## config.mk

```make
export PLATFORM = sky130hd
export DESIGN_NAME = hta_ctrl
export DESIGN_NICKNAME = d
export VERILOG_FILES = /design/src/hw/rtl/hta_pkg.sv /design/src/hw/rtl/hta_ctrl.sv
export VERILOG_INCLUDE_DIRS = /design/src /design/src/hw/rtl
export SDC_FILE = /design/constraint.sdc
export NUM_CORES = 1
export LEC_CHECK = 0
export BUFFER_PORTS_ARGS = -buffer_cell sky130_fd_sc_hd__buf_2
export CAP_MARGIN = 0
export CORE_AREA = 2 2 39 41
export CTS_CLUSTER_DIAMETER = 30
export DETAILED_ROUTE_END_ITERATION = 10
export DIE_AREA = 0 0 41 43
export PLACE_DENSITY_LB_ADDON = 0.05
export SLEW_MARGIN = 20
export SYNTH_ARGS = -nofsm -noshare
export SYNTH_HDL_FRONTEND = slang
export SYNTH_SLANG_ARGS = --single-unit
```

## constraint.sdc

```tcl
create_clock -name clk -period 1.7 [get_ports clk]
set_clock_uncertainty 0.1 [all_clocks]
set_input_delay 0.17 -clock clk [delete_from_list [all_inputs] [get_ports clk]]
set_output_delay 0.17 -clock clk [all_outputs]
set_load 0.01 [all_outputs]
```

## src/hw/rtl/assert_macros.svh

```systemverilog
// Assertion macros shared by the handle table RTL.
`ifndef ASSERT_MACROS_SVH
`define ASSERT_MACROS_SVH

`ifndef ASSERT_OFF

// Property must hold at every clock edge outside reset.
`define HTA_ASSERT(name, clk, rst, prop, msg) \
  name: assert property (@(posedge clk) disable iff (rst) prop) else $error(msg);

// Expression must never be true outside reset.
`define HTA_ASSERT_NEVER(name, clk, rst, expr, msg) \
  name: assert property (@(posedge clk) disable iff (rst) !(expr)) else $error(msg);

`else

`define HTA_ASSERT(name, clk, rst, prop, msg)
`define HTA_ASSERT_NEVER(name, clk, rst, expr, msg)

`endif

`endif

```

## src/hw/rtl/hta_pkg.sv

```systemverilog
// Types, codes and helpers shared by the handle table allocator modules.
`timescale 1ns / 1ps

package hta_pkg;

  // Stream word layout
  localparam int CMD_W       = 2;
  localparam int OBJ_FIELD_W = 32;
  localparam int HANDLE_W    = 10;
  localparam int IN_TDATA_W  = 48;
  localparam int OUT_TDATA_W = 48;

  // Active bits are kept in rows of this many slots
  localparam int ROW_W  = 32;
  localparam int ROW_BW = 5;

  typedef enum logic [1:0] {
    OP_CREATE = 2'd0,
    OP_LOOKUP = 2'd1,
    OP_CLOSE  = 2'd2,
    OP_UNDEF  = 2'd3
  } op_t;

  typedef enum logic [1:0] {
    ST_OK      = 2'd0,
    ST_NULL    = 2'd1,
    ST_FULL    = 2'd2,
    ST_INVALID = 2'd3
  } status_t;

  localparam logic signed [1:0] DELTA_ZERO  = 2'sb00;
  localparam logic signed [1:0] DELTA_PLUS  = 2'sb01;
  localparam logic signed [1:0] DELTA_MINUS = 2'sb11;

  // Which result the output register is loaded with
  typedef enum logic [2:0] {
    RES_NULL    = 3'd0,
    RES_FULL    = 3'd1,
    RES_INVALID = 3'd2,
    RES_CREATE  = 3'd3,
    RES_LOOKUP  = 3'd4,
    RES_CLOSE   = 3'd5
  } res_t;

  typedef enum logic [1:0] {
    S_IDLE = 2'd0,
    S_SCAN = 2'd1,
    S_EVAL = 2'd2,
    S_RESP = 2'd3
  } state_t;

  // Controller to datapath
  typedef struct packed {
    logic capture;    // input word accepted
    logic rd_handle;  // read row and object at the input handle
    logic rd_scan;    // read row picked by the segment scan
    logic seg_inc;    // move scan to next segment
    logic upd_set;    // claim lowest free slot of current row
    logic upd_clr;    // free current slot
    logic latch;      // capture result slot and object
    logic out_load;   // load output register
    res_t res;
  } hta_cmd_t;

  // Datapath to controller
  typedef struct packed {
    op_t  in_op;
    logic in_null;
    logic in_bad;
    logic seg_free;
    logic seg_last;
    logic slot_active;
    logic out_free;
  } hta_stat_t;

  // Index of the lowest clear bit; zero when all bits are set
  function automatic logic [ROW_BW-1:0] lowest_zero(input logic [ROW_W-1:0] w);
    logic [ROW_BW-1:0] idx;
    idx = '0;
    for (int k = ROW_W - 1; k >= 0; k--) begin
      if (!w[k]) idx = ROW_BW'(k);
    end
    return idx;
  endfunction

endpackage

```

## src/hw/rtl/hta_ctrl.sv

```systemverilog
// Controller state machine of the handle table allocator.
`timescale 1ns / 1ps
`include "assert_macros.svh"

module hta_ctrl (
  input  logic              clk,
  input  logic              rst,
  input  logic              s_tvalid,
  output logic              s_tready,
  input  hta_pkg::hta_stat_t stat,
  output hta_pkg::hta_cmd_t  cmd
);
  import hta_pkg::*;

  state_t state, state_next;
  res_t   res, res_next;
  op_t    op, op_next;

  // State and held item info
  always_ff @(posedge clk) begin
    if (rst) begin
      state <= S_IDLE;
    end else begin
      state <= state_next;
    end
    res <= res_next;
    op  <= op_next;
  end

  // Next state and commands
  always_comb begin
    state_next = state;
    res_next   = res;
    op_next    = op;
    cmd        = '0;
    cmd.res    = res;
    s_tready   = 1'b0;
    unique case (state)
      S_IDLE: begin
        s_tready = 1'b1;
        if (s_tvalid) begin
          cmd.capture   = 1'b1;
          cmd.rd_handle = 1'b1;
          op_next       = stat.in_op;
          if (stat.in_op == OP_CREATE) begin
            if (stat.in_null) begin
              res_next   = RES_NULL;
              state_next = S_RESP;
            end else begin
              state_next = S_SCAN;
            end
          end else if (stat.in_bad) begin
            res_next   = RES_INVALID;
            state_next = S_RESP;
          end else begin
            state_next = S_EVAL;
          end
        end
      end
      S_SCAN: begin
        if (stat.seg_free) begin
          cmd.rd_scan = 1'b1;
          state_next  = S_EVAL;
        end else if (stat.seg_last) begin
          res_next   = RES_FULL;
          state_next = S_RESP;
        end else begin
          cmd.seg_inc = 1'b1;
        end
      end
      S_EVAL: begin
        cmd.latch  = 1'b1;
        state_next = S_RESP;
        if (op == OP_CREATE) begin
          cmd.upd_set = 1'b1;
          res_next    = RES_CREATE;
        end else if (!stat.slot_active) begin
          res_next = RES_INVALID;
        end else if (op == OP_LOOKUP) begin
          res_next = RES_LOOKUP;
        end else begin
          cmd.upd_clr = 1'b1;
          res_next    = RES_CLOSE;
        end
      end
      S_RESP: begin
        if (stat.out_free) begin
          cmd.out_load = 1'b1;
          state_next   = S_IDLE;
        end
      end
    endcase
  end

  `HTA_ASSERT(a_accept_leaves_idle, clk, rst, s_tvalid && s_tready |=> state != S_IDLE, "accepted word did not start work")
  `HTA_ASSERT(a_load_when_free, clk, rst, cmd.out_load |-> stat.out_free, "output register overwritten")

endmodule

```

==> impl_metrics.py, run 1 <==
metrics = {
    "worst_setup_path": {
        "reg2reg_to": "res[1]",
        "arrival_ps": 1490,
        "crit_chain": "inv_1, ha_2, a221oi_1, buf_4",
        "critPathMaxStageDelay_ps": 380,
        "r2r_setup_slack_ps": 80,
        "end_kind": "flop",
        "cp_top_family": "flip-flops",
        "crit_required_ps": 1570,
        "r2r-start": "state[0]",
        "slowest_stage": "dfxtp_1",
        "critical_path_peak_fanout": 8,
        "critPathBufInv": 2,
        "worstRegToRegCells": 4,
        "path_class": "reg2reg",
        "crit_path_start_kind": "flop",
    },
    "detailed_routing": {
        "antenna_left": 0,
        "via_per_inst": 4.809,
        "first_pass_iters": 4,
        "vias": 428,
        "drt-total-wl_um": 985,
        "drc": 0,
        "drt_iter0_markers": 9,
        "avgRoutedWirePerCell_um": 11.07,
    },
    "clock_network": {
        "h-tree-depth": 1,
        "cts_buffers": 3,
        "post_cts_buffers": 0,
        "clk-insertion-delay-late_ps": 260,
        "clk_pin_slew_worst_paths_ps": 60,
        "max-clock-path-buffers": 2,
        "cts_tree": "done",
        "clkSinkCount": 7,
        "root_buffer": "clkbuf_4",
    },
    "floorplanning": {
        "die-area_um2": 1763,
        "row_count": 14,
        "pin_count": 23,
        "core_um2": 1384,
        "floorplan.initialDensity_pct": 34.99,
        "die_y_um": 43,
        "die_w_um": 41,
    },
    "yosys": {
        "synth_top_area_cell": "edfxtp_1",
        "synth_nets": 61,
        "synth.area.top_cells": "edfxtp_1 31%, ha_1 10%, dfxtp_1 8.3%, a221oi_4 5.4%, and2_1 3.9%",
        "ys_ff_latch": 7,
        "ys_seq_area_share_pct": 39.28,
        "synth_warnings": 0,
        "ys_types": 25,
        "syn_area_um2": 484.2,
        "syn-instance-count": 46,
        "yosysTopAreaCellShare_pct": 31.01,
        "syn_avg_cell_area_um2": 10.53,
    },
    "timing": {
        "max_slew.worst_pin.slew_ps": 294.1,
        "maxSlewHeadroom_pct": 80.40,
        "rsz0062_at_grt": "no",
        "setup_viol": 0,
        "fin_ws_ps": 83.43,
        "finalSetupTns_ps": 0,
        "hold_viol_final": 0,
        "maxSlewViolCount": 0,
        "finalCritPeriodShare_pct": 95.09,
        "period_minus_slack_ps": 1617,
        "fmax_mhz": 618.6,
    },
    "min_path": {
        "hold_path_class": "in2reg",
        "min_to": "op[1]",
        "hold_depth": 1,
        "hold_start": "stat[7]",
    },
    "power_and_ir_drop": {
        "peakVddDrop_mv": 0.6514,
        "clockPowerShare_pct": 15.1,
        "sequentialPowerShare_pct": 30.4,
        "sw_frac_of_total_pct": 38.26,
        "power.total_mw": 1.031,
        "p_switching_mw": 0.3944,
        "combPwrFrac_pct": 54.6,
        "leakage_nw": 0.3173,
        "p_int_mw": 0.6363,
        "power.density_nw_per_um2": 1575,
    },
    "global_routing": {
        "grt_max_degree": 9,
        "antenna_found_initial": 0,
        "grt.total_usage_pct": 13.48,
        "grt_pass1_wl_um": 1559,
        "grt.overflow.total": 0,
        "grt_pass1_vias": 394,
    },
    "run_status": {
        "status": "completed",
    },
    "place": {
        "pre_cts_ws_ps": 8.238,
        "place.detailed.hpwl_um": 797.1,
        "port_buffers": 22,
        "place.gp.congestion": 0.6775,
    },
    "final_layout": {
        "drive_above_1_share_pct": 42.47,
        "finalNetCount": 89,
        "num_antenna_cells": 0,
        "post-route-util_pct": 47.29,
        "area_growth_pct": 35.14,
    },
    "run": {
        "cap_violations": 0,
    },
}
==> metal layers <==
metal | track usage (%) | part of all wire (%) | vias up
li1 | - | - | 221
met5 | 0 | 0 | -
met4 | 10.00 | 3.7 | 0
met2 | 21.25 | 50 | 15
met1 | 14.57 | 39 | 188
met3 | 3.141 | 7.1 | 4
==> worst max path at each step <==
stage | start | cells past startpoint | to | slack [ps]
2_1_floorplan | state[0] | 3 | res[0] | 70
3_3_place_gp | state[0] | 4 | res[1] | 10
3_5_place_dp | state[0] | 4 | res[1] | 8
4_1_cts | state[0] | 4 | cmd[9] | 70
5_1_grt | state[1] | 4 | cmd[7] | 20
6_report | state[0] | 4 | res[1] | 80
==> metrics by stage <==
stage,area (µm²),cells,hold WS [ps]
after floorplan,484.2,46,139.1
after global placement,614.3,84,246.4
after detailed placement,614.3,84,249.8
after CTS,653.1,89,28.44
after global routing,654.4,89,35.51
final,654.4,89,29.52
==> placed cells by master, fill, tap and decap left out, types with 2 or more instances in the layout <==
cell type  instances
inv_1              4
ha_1               3
and2_1             2
nand2_1            2
buf_2             22
clkbuf_4           3
edfxtp_1           5
o21ai_0            3
a21oi_1            3
dfxtp_1            2
nor2b_1            2
nor2_1             2
nand2b_1           2
==> logic make-up after synthesis <==
| kind of cell | synth area share, % |
|---|---|
| compound gates | 17.31 |
| fa+ha+maj | 10.34 |
| buf+inv | 4.651 |
| flops | 39.28 |
| mux | 4.393 |
| simple gates | 24.03 |
==> flip-flops by register name, indices dropped and copies added, names as in the netlist <==
register and flops:
res 3, op 2, state 2
==> synthesized netlist by cell type <==
library cell  count
o21ai_0           3
mux2i_1           1
ha_1              4
nor3b_1           1
nor2_1            2
buf_4             1
mux2_1            1
and2_1            3
a21oi_1           3
a221oi_1          1
nor3_1            1
o311ai_1          1
nor2_2            1
inv_1             4
dfxtp_1           2
nor2b_1           2
o211a_1           1
nand2b_1          2
nand3_1           1
nor3b_4           1
and3_1            1
a221oi_4          1
edfxtp_1          5
nand2_1           2
or3b_1            1
==> what timing repair did <==
action                     in CTS  in global routing
hold endpoints to repair        2                  0
hold buffers                    1                  0
setup endpoints to repair       5                  2
gates resized for setup         1                  1
==> power by group through the flow <==
stage / clock [mW] / combinational (mW) / sequential [mW]
floorplan: 0 / 0.357 / 0.332
global placement: 0 / 0.554 / 0.316
detailed placement: 0 / 0.555 / 0.316
CTS: 0.162 / 0.572 / 0.313
global route: 0.168 / 0.624 / 0.322
finish: 0.156 / 0.562 / 0.313
==> layout make-up <==
| type | instances | area, µm² |
|---|---|---|
| fill | 147 | 729.5 |
| sequential | 7 | 190.2 |
| inverter | 4 | 15.01 |
| multi-input combinational | 34 | 275.3 |
| tap | 16 | 20.02 |
| timing repair buffer | 24 | 127.6 |
| clock buffer | 4 | 26.28 |
==> worst register-to-register path, stage by stage, from the launching register on <==
cell,delay [ps]
dfxtp_1,380
inv_1,80
ha_2,250
a221oi_1,330
buf_4,190
Power figures use the tool's default switching activity.
==> inputs of run 2 (changes only) <==
--- a/config.mk
+++ b/config.mk
@@ -8,12 +8,11 @@
 export LEC_CHECK = 0
 export BUFFER_PORTS_ARGS = -buffer_cell sky130_fd_sc_hd__buf_2
 export CAP_MARGIN = 0
-export CORE_AREA = 2 2 39 41
+export CORE_AREA = 8 8 45 47
 export CTS_CLUSTER_DIAMETER = 30
 export DETAILED_ROUTE_END_ITERATION = 10
-export DIE_AREA = 0 0 41 43
+export DIE_AREA = 0 0 53 55
 export PLACE_DENSITY_LB_ADDON = 0.05
-export SLEW_MARGIN = 20
 export SYNTH_ARGS = -nofsm -noshare
 export SYNTH_HDL_FRONTEND = slang
 export SYNTH_SLANG_ARGS = --single-unit
==> run 2 against run 1 <==
Combinational power grew 3%; critical path depth is the same; total power grew 1.0%; wire length grew 12%; sequential share of layout area shrank 0.49 points; hold slack gained 14 ps; first-iteration DRC count shrank 100%; flip-flop and latch count is the same.
==> impl_metrics.py, run 2 (synthesized netlist as in run 1, its figures left out) <==
metrics = {
    "global_routing": {
        "busiest_layer": "met2",
        "use_met2_pct": 15.43,
        "grt.met1_usage_pct": 8.154,
        "grt_pass1_vias": 440,
        "grt_max_degree": 9,
        "grt_use_met3_pct": 4.545,
        "grt.total_usage_pct": 8.507,
        "antenna_found_initial": 0,
        "grt.overflow.total": 0,
        "grt_pass1_wl_um": 1821,
    },
    "final_layout": {
        "final_cell_mix": "22 x buf_2, 5 x edfxtp_1, 4 x inv_1",
        "finalNetCount": 89,
        "largest_reg_flops": 3,
        "reg_top3": "res: 3 flops, op: 2 flops, state: 2 flops",
        "drive_above_1_share_pct": 46.58,
        "finalNonFillerCells": 89,
        "multi_input_area_um2": 286.5,
        "regMostFlops": "res",
        "num-fill-cells": 150,
        "mostFrequentLayoutCell": "buf_2",
        "num_antenna_cells": 0,
        "area_growth_pct": 37.47,
        "regArea_um2": 190.2,
    },
    "min_path": {
        "hold_depth": 1,
        "hold_start": "stat[7]",
        "hold_path_class": "in2reg",
        "min_to": "op[1]",
    },
    "timing": {
        "maxSlewHeadroom_pct": 83.27,
        "finalCritPeriodShare_pct": 93.43,
        "finalSetupTns_ps": 0,
        "maxSlewViolCount": 0,
        "fmax_mhz": 629.6,
        "rsz0062_at_grt": "no",
        "max_slew.worst_pin.slew_ps": 247.0,
        "fin_ws_ps": 111.7,
        "hold_viol_final": 0,
        "period_minus_slack_ps": 1588,
        "setup_viol": 0,
    },
    "clock_network": {
        "clkSinkCount": 7,
        "cts_tree": "done",
        "post_cts_buffers": 0,
        "h-tree-depth": 1,
        "clk_pin_slew_worst_paths_ps": 50,
        "cts_buffers": 3,
        "max-clock-path-buffers": 2,
        "clk-insertion-delay-late_ps": 240,
        "root_buffer": "clkbuf_4",
    },
    "floorplanning": {
        "core_um2": 1384,
        "die_y_um": 55,
        "die-area_um2": 2915,
        "row_count": 14,
        "die_w_um": 53,
        "floorplan.initialDensity_pct": 34.99,
        "pin_count": 23,
    },
    "worst_setup_path": {
        "crit_path_start_kind": "flop",
        "arrival_ps": 1320,
        "r2r-start": "state[0]",
        "worstRegToRegCells": 4,
        "critical_path_peak_fanout": 8,
        "r2r_setup_slack_ps": 170,
        "path_class": "reg2out",
        "reg2reg_to": "res[1]",
        "crit_required_ps": 1430,
        "end_kind": "output pin",
    },
    "detailed_routing": {
        "antenna_left": 0,
        "drt-total-wl_um": 1102,
        "avgRoutedWirePerCell_um": 12.38,
        "drc": 0,
        "drt_iter0_markers": 0,
        "via_per_inst": 4.809,
        "vias": 428,
        "first_pass_iters": 1,
    },
    "power_and_ir_drop": {
        "peakVddDrop_mv": 0.8625,
        "leakage_nw": 0.3149,
        "power.density_nw_per_um2": 1564,
    },
    "place": {
        "pre_cts_ws_ps": 37.46,
        "place_inst": 84,
        "place.gp.congestion": 0.6738,
        "port_buffers": 22,
        "place.detailed.hpwl_um": 967.3,
    },
    "run": {
        "cap_violations": 0,
    },
    "run_status": {
        "status": "completed",
    },
}
==> run 2: changes by cell type in the layout (fill, tap and decap cells not counted) <==
cell / before / now
ha_1: 3 / 1
a221oi_2: 0 / 1
ha_2: 1 / 3
a221oi_1: 1 / 0
==> run 2: worst max path at each step <==
stage / slack (ps) / startpoint / cells past startpoint / endpoint
floorplan: 70 / state[0] / 3 / res[0]
global placement: 10 / state[0] / 4 / res[1]
detailed placement: 40 / state[0] / 4 / res[2]
CTS: 70 / state[0] / 4 / cmd[10]
global route: 9 / state[0] / 4 / cmd[9]
finish: 110 / state[0] / 4 / cmd[9]
==> run 2: through the flow <==
stage	total power [mW]	hold WS (ps)	area, µm²	utilization [%]
floorplan	0.6889	139.1	484.2	-
finish	1.041	43.48	665.6	48.10
detailed placement	0.8783	250.7	614.3	44.39
global placement	0.8773	246.6	614.3	44.39
CTS	1.046	37.73	653.1	47.20
global route	1.141	24.96	665.6	48.10
==> run 2: per-layer routing <==
metal  vias to the layer above  routed length [µm]
met5                         -                   0
met4                         0                   0
met3                         0                  93
met2                        13                 567
met1                       195                 441
li1                        220                   -
==> run 2: final cells by class <==
type	count	share of cell area (%)
timing repair buffer	24	19.17
clock buffer	4	3.947
sequential	7	28.57
tap	16	3.008
multi-input combinational	34	43.05
inverter	4	2.256
==> run 2: critical path, stage by stage (launching register included) <==
cell,delay (ps)
dfxtp_1,380
inv_1,80
ha_2,250
and2_2,220
buf_2,140
==> run 2: timing repair <==
action / CTS / global route
hold buffers: 1 / 0
setup endpoints to repair: 2 / 7
gates resized for setup: 1 / 4
gates cloned: 0 / 0
endpoints found under the hold margin: 2 / 0
==> run 2: power breakdown <==
| group | total [mW] | switching [mW] | leakage (nW) | internal, mW |
|---|---|---|---|---|
| Combinational | 0.581 | 0.298 | 0.234 | 0.283 |
| Clock | 0.147 | 0.0577 | 0.0150 | 0.0894 |
| Sequential | 0.313 | 0.0376 | 0.0657 | 0.275 |
